--- config.mk ---
export PLATFORM = sky130hd
export DESIGN_NAME = ps2_mouse_packet_decoder
export DESIGN_NICKNAME = d
export VERILOG_FILES = /design/src/ps2m_pkg.sv /design/src/ps2m_decode.sv /design/src/ps2m_serializer.sv /design/src/ps2_mouse_packet_decoder.sv
export SDC_FILE = /design/constraint.sdc
export NUM_CORES = 1
export LEC_CHECK = 0
export BUFFER_PORTS_ARGS = -buffer_cell sky130_fd_sc_hd__buf_2
export CAP_MARGIN = 20
export CORE_MARGIN = 2
export CORE_UTILIZATION = 46
export DETAILED_ROUTE_END_ITERATION = 10
export GPL_TIMING_DRIVEN = 0
export PLACE_DENSITY = 0.75
export SLEW_MARGIN = 20
export SYNTH_ARGS = -nofsm -noshare
export SYNTH_HDL_FRONTEND = slang
export SYNTH_SLANG_ARGS = --single-unit
export TNS_END_PERCENT = 30
--- constraint.sdc ---
create_clock -name i_clk -period 2.6 [get_ports i_clk]
set_input_delay 0.52 -clock i_clk [delete_from_list [all_inputs] [get_ports i_clk]]
set_output_delay 0.52 -clock i_clk [all_outputs]
set_load 0.02 [all_outputs]
--- src/ps2m_pkg.sv ---
`timescale 1ns / 1ps

package ps2m_pkg;

    localparam int unsigned DATA_PRESENT_BIT = 5;
    localparam int unsigned BUTTON_COUNT     = 3;
    localparam logic [1:0]  POS_LAST         = 2'd2;

    typedef enum logic [1:0] {
        EV_MOVE    = 2'd0,
        EV_PRESS   = 2'd1,
        EV_RELEASE = 2'd2
    } t_event_kind;

    // events caused by one completed packet
    typedef struct packed {
        logic                    has_move;
        logic [BUTTON_COUNT-1:0] btn_change;
        logic [BUTTON_COUNT-1:0] old_btn;
        logic signed [7:0]       dx;
        logic signed [7:0]       dy;
    } t_bundle;

    typedef struct packed {
        t_event_kind       kind;
        logic [1:0]        button;
        logic signed [7:0] dx;
        logic signed [7:0] dy;
        logic              last;
    } t_event;

endpackage

--- src/ps2m_decode.sv ---
`timescale 1ns / 1ps

module ps2m_decode (
    input  logic              i_clk,
    input  logic              i_rst_n,
    input  logic              i_cfg_valid,
    input  logic              i_cfg_data,
    input  logic              i_accept,
    input  logic [7:0]        i_status_byte,
    input  logic [7:0]        i_data_byte,
    output ps2m_pkg::t_bundle o_bundle
);

    logic                                r_events_enabled;
    logic [7:0]                          r_pkt0;
    logic [7:0]                          r_pkt1;
    logic [1:0]                          r_pos;
    logic [ps2m_pkg::BUTTON_COUNT-1:0]   r_buttons;
    logic                                take;
    logic                                at_last;

    assign take    = i_accept && r_events_enabled
                     && i_status_byte[ps2m_pkg::DATA_PRESENT_BIT];
    assign at_last = (r_pos == ps2m_pkg::POS_LAST);

    always_comb begin
        o_bundle.has_move   = take && at_last && ((r_pkt1 != 8'd0) || (i_data_byte != 8'd0));
        o_bundle.btn_change = r_pkt0[ps2m_pkg::BUTTON_COUNT-1:0] ^ r_buttons;
        o_bundle.old_btn    = r_buttons;
        o_bundle.dx         = r_pkt1;
        o_bundle.dy         = 8'(8'd0 - i_data_byte);
    end

    always_ff @(posedge i_clk) begin
        if (!i_rst_n) begin
            r_events_enabled <= 1'b1;
            r_pos            <= 2'd0;
            r_buttons        <= '0;
        end else begin
            if (i_cfg_valid) begin
                r_events_enabled <= i_cfg_data;
            end
            if (take) begin
                if (at_last) begin
                    r_pos <= 2'd0;
                    if (o_bundle.has_move) begin
                        r_buttons <= r_pkt0[ps2m_pkg::BUTTON_COUNT-1:0];
                    end
                end else if (r_pos == 2'd1) begin
                    r_pos <= 2'd2;
                end else begin
                    // position three is unreachable and acts as zero
                    r_pos <= 2'd1;
                end
            end
        end
    end

    always_ff @(posedge i_clk) begin
        if (take && !at_last) begin
            if (r_pos == 2'd1) begin
                r_pkt1 <= i_data_byte;
            end else begin
                r_pkt0 <= i_data_byte;
            end
        end
    end

endmodule

--- src/ps2m_serializer.sv ---
`timescale 1ns / 1ps

module ps2m_serializer (
    input  logic              i_clk,
    input  logic              i_rst_n,
    input  logic              i_load,
    input  ps2m_pkg::t_bundle i_bundle,
    input  logic              i_out_ready,
    output logic              o_out_valid,
    output ps2m_pkg::t_event  o_event,
    output logic              o_can_load
);

    logic                              r_move_pend;
    logic [ps2m_pkg::BUTTON_COUNT-1:0] r_btn_pend;
    logic [ps2m_pkg::BUTTON_COUNT-1:0] r_old_btn;
    logic signed [7:0]                 r_dx;
    logic signed [7:0]                 r_dy;
    logic [ps2m_pkg::BUTTON_COUNT-1:0] lowest;
    logic [ps2m_pkg::BUTTON_COUNT-1:0] btn_rest;
    logic [1:0]                        btn_num;
    logic                              done;

    // isolate lowest pending button
    assign lowest   = r_btn_pend & (~r_btn_pend + 1'b1);
    assign btn_rest = r_btn_pend & ~lowest;

    always_comb begin
        btn_num = 2'd0;
        for (int i = ps2m_pkg::BUTTON_COUNT - 1; i >= 0; i--) begin
            if (lowest[i]) begin
                btn_num = 2'(i + 1);
            end
        end
    end

    always_comb begin
        if (r_move_pend) begin
            o_event.kind   = ps2m_pkg::EV_MOVE;
            o_event.button = 2'd0;
            o_event.dx     = r_dx;
            o_event.dy     = r_dy;
            o_event.last   = (r_btn_pend == '0);
        end else begin
            o_event.kind   = ((r_old_btn & lowest) != '0) ? ps2m_pkg::EV_RELEASE
                                                          : ps2m_pkg::EV_PRESS;
            o_event.button = btn_num;
            o_event.dx     = 8'sd0;
            o_event.dy     = 8'sd0;
            o_event.last   = (btn_rest == '0);
        end
    end

    assign o_out_valid = r_move_pend || (r_btn_pend != '0);
    assign done        = o_out_valid && i_out_ready && o_event.last;
    assign o_can_load  = !o_out_valid || done;

    always_ff @(posedge i_clk) begin
        if (!i_rst_n) begin
            r_move_pend <= 1'b0;
            r_btn_pend  <= '0;
        end else if (i_load) begin
            r_move_pend <= i_bundle.has_move;
            r_btn_pend  <= i_bundle.has_move ? i_bundle.btn_change : '0;
        end else if (o_out_valid && i_out_ready) begin
            if (r_move_pend) begin
                r_move_pend <= 1'b0;
            end else begin
                r_btn_pend <= btn_rest;
            end
        end
    end

    always_ff @(posedge i_clk) begin
        if (i_load) begin
            r_old_btn <= i_bundle.old_btn;
            r_dx      <= i_bundle.dx;
            r_dy      <= i_bundle.dy;
        end
    end

endmodule

--- src/ps2_mouse_packet_decoder.sv ---
`timescale 1ns / 1ps
// channel   dir  handshake                    payload
// s_axis    in   s_axis_tvalid/tready         tdata: status_byte, data_byte
// m_axis    out  m_axis_tvalid/tready         tuser: event_kind
//                                             tdata: button_number, delta_x, delta_y
//                                             tlast: last
// cfg       in   i_cfg_valid/o_cfg_ready      i_cfg_data: events_enabled
//
// One input transaction per cycle is taken. A packet with movement yields 1 to 4
// events from the event register, the first valid the cycle after the final byte
// is taken, then one per cycle as the output port accepts them.
// Input stalls while the event register holds events, except in the cycle its
// final event leaves. Both ready outputs are low during reset.
// Synchronous active-low reset: position 0, buttons released, delivery on.

module ps2_mouse_packet_decoder (
    input  logic        i_clk,
    input  logic        i_rst_n,
    input  logic        s_axis_tvalid,
    output logic        s_axis_tready,
    input  logic [15:0] s_axis_tdata,   // [7:0] status_byte, [15:8] data_byte
    output logic        m_axis_tvalid,
    input  logic        m_axis_tready,
    // [1:0] button_number, [9:2] delta_x, [17:10] delta_y
    output logic [23:0] m_axis_tdata,
    output logic [1:0]  m_axis_tuser,   // [1:0] event_kind
    output logic        m_axis_tlast,
    input  logic        i_cfg_valid,
    output logic        o_cfg_ready,
    input  logic        i_cfg_data
);

    ps2m_pkg::t_bundle bundle;
    ps2m_pkg::t_event  ev;
    logic              can_load;
    logic              accept;

    assign s_axis_tready = can_load && i_rst_n;
    assign accept        = s_axis_tvalid && s_axis_tready;
    assign o_cfg_ready   = i_rst_n;

    ps2m_decode u_decode (
        .i_clk         (i_clk),
        .i_rst_n       (i_rst_n),
        .i_cfg_valid   (i_cfg_valid),
        .i_cfg_data    (i_cfg_data),
        .i_accept      (accept),
        .i_status_byte (s_axis_tdata[7:0]),
        .i_data_byte   (s_axis_tdata[15:8]),
        .o_bundle      (bundle)
    );

    ps2m_serializer u_serializer (
        .i_clk       (i_clk),
        .i_rst_n     (i_rst_n),
        .i_load      (accept && bundle.has_move),
        .i_bundle    (bundle),
        .i_out_ready (m_axis_tready),
        .o_out_valid (m_axis_tvalid),
        .o_event     (ev),
        .o_can_load  (can_load)
    );

    assign m_axis_tdata = {6'd0, ev.dy, ev.dx, ev.button};
    assign m_axis_tuser = ev.kind;
    assign m_axis_tlast = ev.last;

endmodule
==> impl_metrics.tcl <==
set metrics [dict create \
    ff2ff_path_depth 5 \
    start_kind "primary input" \
    cp.required_ns 2.65 \
    grt_pass1_wl_mm 4.76 \
    synthCells 151 \
    period_share_pct 87.1 \
    ios 52 \
    dp_cells 246 \
    tritoncts "yes" \
    ys_ff_latch 40 \
    clock_path_buffers 2 \
    cellPowerDensity_nw_per_um2 561 \
    relSlewSlack_pct 57.1 \
    p_leak_uw 0.000957 \
    reg2reg_slack_ns 0.52 \
    clock_skew_ns 0.00686 \
    crit_type "primary input to flip-flop" \
    fin_crit_ns 2.27 \
    async_flop_share_pct 0 \
    layout_common_cells "40 x buf_2, 30 x edfxtp_1, 16 x and2_1, 10 x nand2_1, 10 x dfxtp_1" \
    hpwl_mm 2.27 \
    grt-ovfl-total 0 \
    insertion_delay_ns 0.28 \
    ctsHoldBuffers 0 \
    worstHoldStart "i_cfg_data" \
    setup_viol 0 \
    antenna_left 0 \
    die_area_um2 4540 \
    yosysUniqueCellTypes 40 \
    fin_nets 228 \
    die_w_um 67.4 \
    final_common_cell "buf_2" \
    cts.sinks 40 \
    drv_slew 0 \
    firstDrtPassIters 4 \
    cts.reportedPaths.clkPinSlew_ns 0.08 \
    synth-edff-count 30 \
    vias 1188 \
    finalHoldViolCount 0 \
    numPortBuffers 38 \
    drc 0 \
    fill_cells 336 \
    p_comb_share_pct 6.5 \
    power.internal_uw 1010 \
    drt-total-wl_mm 3.06 \
    total_power_uw 1270 \
    p_switching_uw 257 \
    grt_max_degree 14 \
    rsz0062_at_grt "false" \
    wire_per_inst_um 12.0 \
    antenna_found_initial 0 \
    p_clk_share_pct 38.6 \
    post_cts.repair.setup_buffers 0 \
    max_freq_ghz 0.441 \
    max_cap_viol_count 0 \
    first_iter_violations 30 \
    r2r_end "u_decode.r_pkt1[0]" \
    crit_path_end_kind "flip-flop" \
    netlist_area_um2 1850 \
    gp_congestion 0.694 \
    syn2layout_area_growth_pct 22.0 \
    via_per_inst 4.68 \
    ys_warn_count 0 \
    n_antenna_cell 0 \
    tightest_slew_ns 0.640 \
    status "finished, final reports clean" \
    p_seq_share_pct 55.0 \
    fp.coreArea_um2 3940 \
    syn_avg_cell_area_um2 12.2 \
    cts_root_buffer "clkbuf_8" \
    cts_made_buffers 5 \
    die_h_um 67.4 \
    worstHoldPathCells 3 \
    cp_max_fo 13 \
    ir_drop_v 0.000364 \
    start_util_pct 46.9 \
    final_cell_count_no_fill 254 \
    grtUsageTotal_pct 14.6 \
    whs_endpoint "u_decode.r_events_enabled" \
    arrival_ns 2.31 \
    yosysSeqAreaShare_pct 59.5 \
    grt_pass1_vias 1048 \
    ys.flop_type "edfxtp_1" \
    rows 23 \
    r2r-start "u_serializer.r_btn_pend[0]" \
    htree_levels 2 \
    drive_gt1_share_pct 30.9 \
    cts_resized 0 \
    switching_share_pct 20.3 \
    hold_path.class "primary input to flip-flop" \
]
-- state kept, by name (all words and copies together) (netlist names) --
| signal | count |
|---|---|
| u_decode.r_pkt1 | 8 |
| u_serializer.r_dx | 8 |
| u_serializer.r_dy | 8 |
| u_decode.r_buttons | 3 |
| u_decode.r_pkt0 | 3 |
| u_serializer.r_btn_pend | 3 |
| u_serializer.r_old_btn | 3 |
| u_decode.r_pos | 2 |
| u_decode.r_events_enabled | 1 |
| u_serializer.r_move_pend | 1 |
-- layout make-up --
type	instances	area (um^2)	share of cell area, %
plain buffers	12	81.3	3.61
clock buffers	5	68.8	3.05
flip-flops and latches	40	1100	48.8
repair buffers	40	209	9.26
inverters	8	30.0	1.33
well taps	50	62.6	2.77
multi-input cells	96	661	29.3
clock inverters	3	42.5	1.89
-- synth_stat cells, types with 2 or more instances --
master	count	area share (%)
nor2b_1	4	1.4
a21oi_1	2	0.54
buf_4	7	2.8
or2_1	2	0.68
nand2_1	10	2.0
or3_1	2	0.68
dfxtp_1	10	11
xor2_1	5	2.4
clkbuf_1	2	0.41
edfxtp_1	30	49
o21ai_1	2	0.54
ha_1	3	2.0
xnor2_1	3	1.4
buf_2	2	0.54
a31o_1	2	0.95
nor3_1	5	1.4
nand2b_1	3	1.0
nor2_1	9	1.8
inv_1	7	1.4
and2_1	16	5.4
mux2i_1	5	2.7
nor4_1	2	0.68
-- routing by layer --
layer	vias to the layer above	routed length [um]	global-route usage, %
li1	621	-	-
met2	29	1440	22.3
met4	0	55	7.65
met1	532	1450	19.5
met5	-	0	0
met3	6	121	3.00
-- worst max-delay path by stage --
stage,slack (ns),from,cells after the start,end
detailed placement,-0.14,i_rst_n,6,u_decode.r_pkt1[4]
finish,0.33,s_axis_tdata[8],9,u_serializer.r_dy[7]
CTS,0.12,u_serializer.r_btn_pend[0],5,u_decode.r_pkt1[0]
global route,0.12,s_axis_tdata[8],10,u_decode.r_buttons[1]
floorplan,0.14,s_axis_tdata[8],6,u_serializer.r_dx[0]
global placement,-0.44,s_axis_tdata[8],7,u_serializer.r_dy[6]
-- stage by stage --
step           utilization, %  setup TNS [ns]  instance area, um^2  hold slack (ns)  worst slack (ns)
6_report                 57.2               0                 2260            0.445             0.334
5_1_grt                  57.2               0                 2260            0.432             0.121
4_1_cts                  57.1               0                 2250            0.437             0.123
3_5_place_dp             54.3           -1.37                 2140            0.435            -0.142
3_3_place_gp             53.8          -11.40                 2120            0.435            -0.441
2_1_floorplan               -               0                 1870            0.427             0.143
-- power by group through the flow --
stage | Sequential [uW] | Clock [uW] | Combinational (uW)
3_3_place_gp | 710 | 0 | 79.6
4_1_cts | 696 | 498 | 82.0
3_5_place_dp | 710 | 0 | 81.7
6_report | 696 | 489 | 81.8
2_1_floorplan | 709 | 0 | 53.3
5_1_grt | 696 | 523 | 91.8
-- worst max-delay path, stage by stage --
cell	delay, ns
buf_2	0.14
inv_1	0.06
ha_1	0.17
nor3b_1	0.45
nand4_1	0.18
nor4_2	0.30
nor4b_4	0.10
buf_4	0.21
buf_6	0.17
-- kinds of logic (layout without fill, tap and decap cells) --
group                      after synthesis  count (layout)  share of synthesized area, %
and+or+nand+nor                         58              58                          18.0
adders and majority gates                4               4                          2.57
other                                    1               6                         0.203
AOI/OAI and AO/OA                       15              15                          7.17
xor gates and xnor gates                 8               8                          3.79
buffers and inverters                   20              68                          6.02
DFF                                     40              40                          59.5
muxes                                    5               5                          2.71
(Power assumes the default switching activity.)
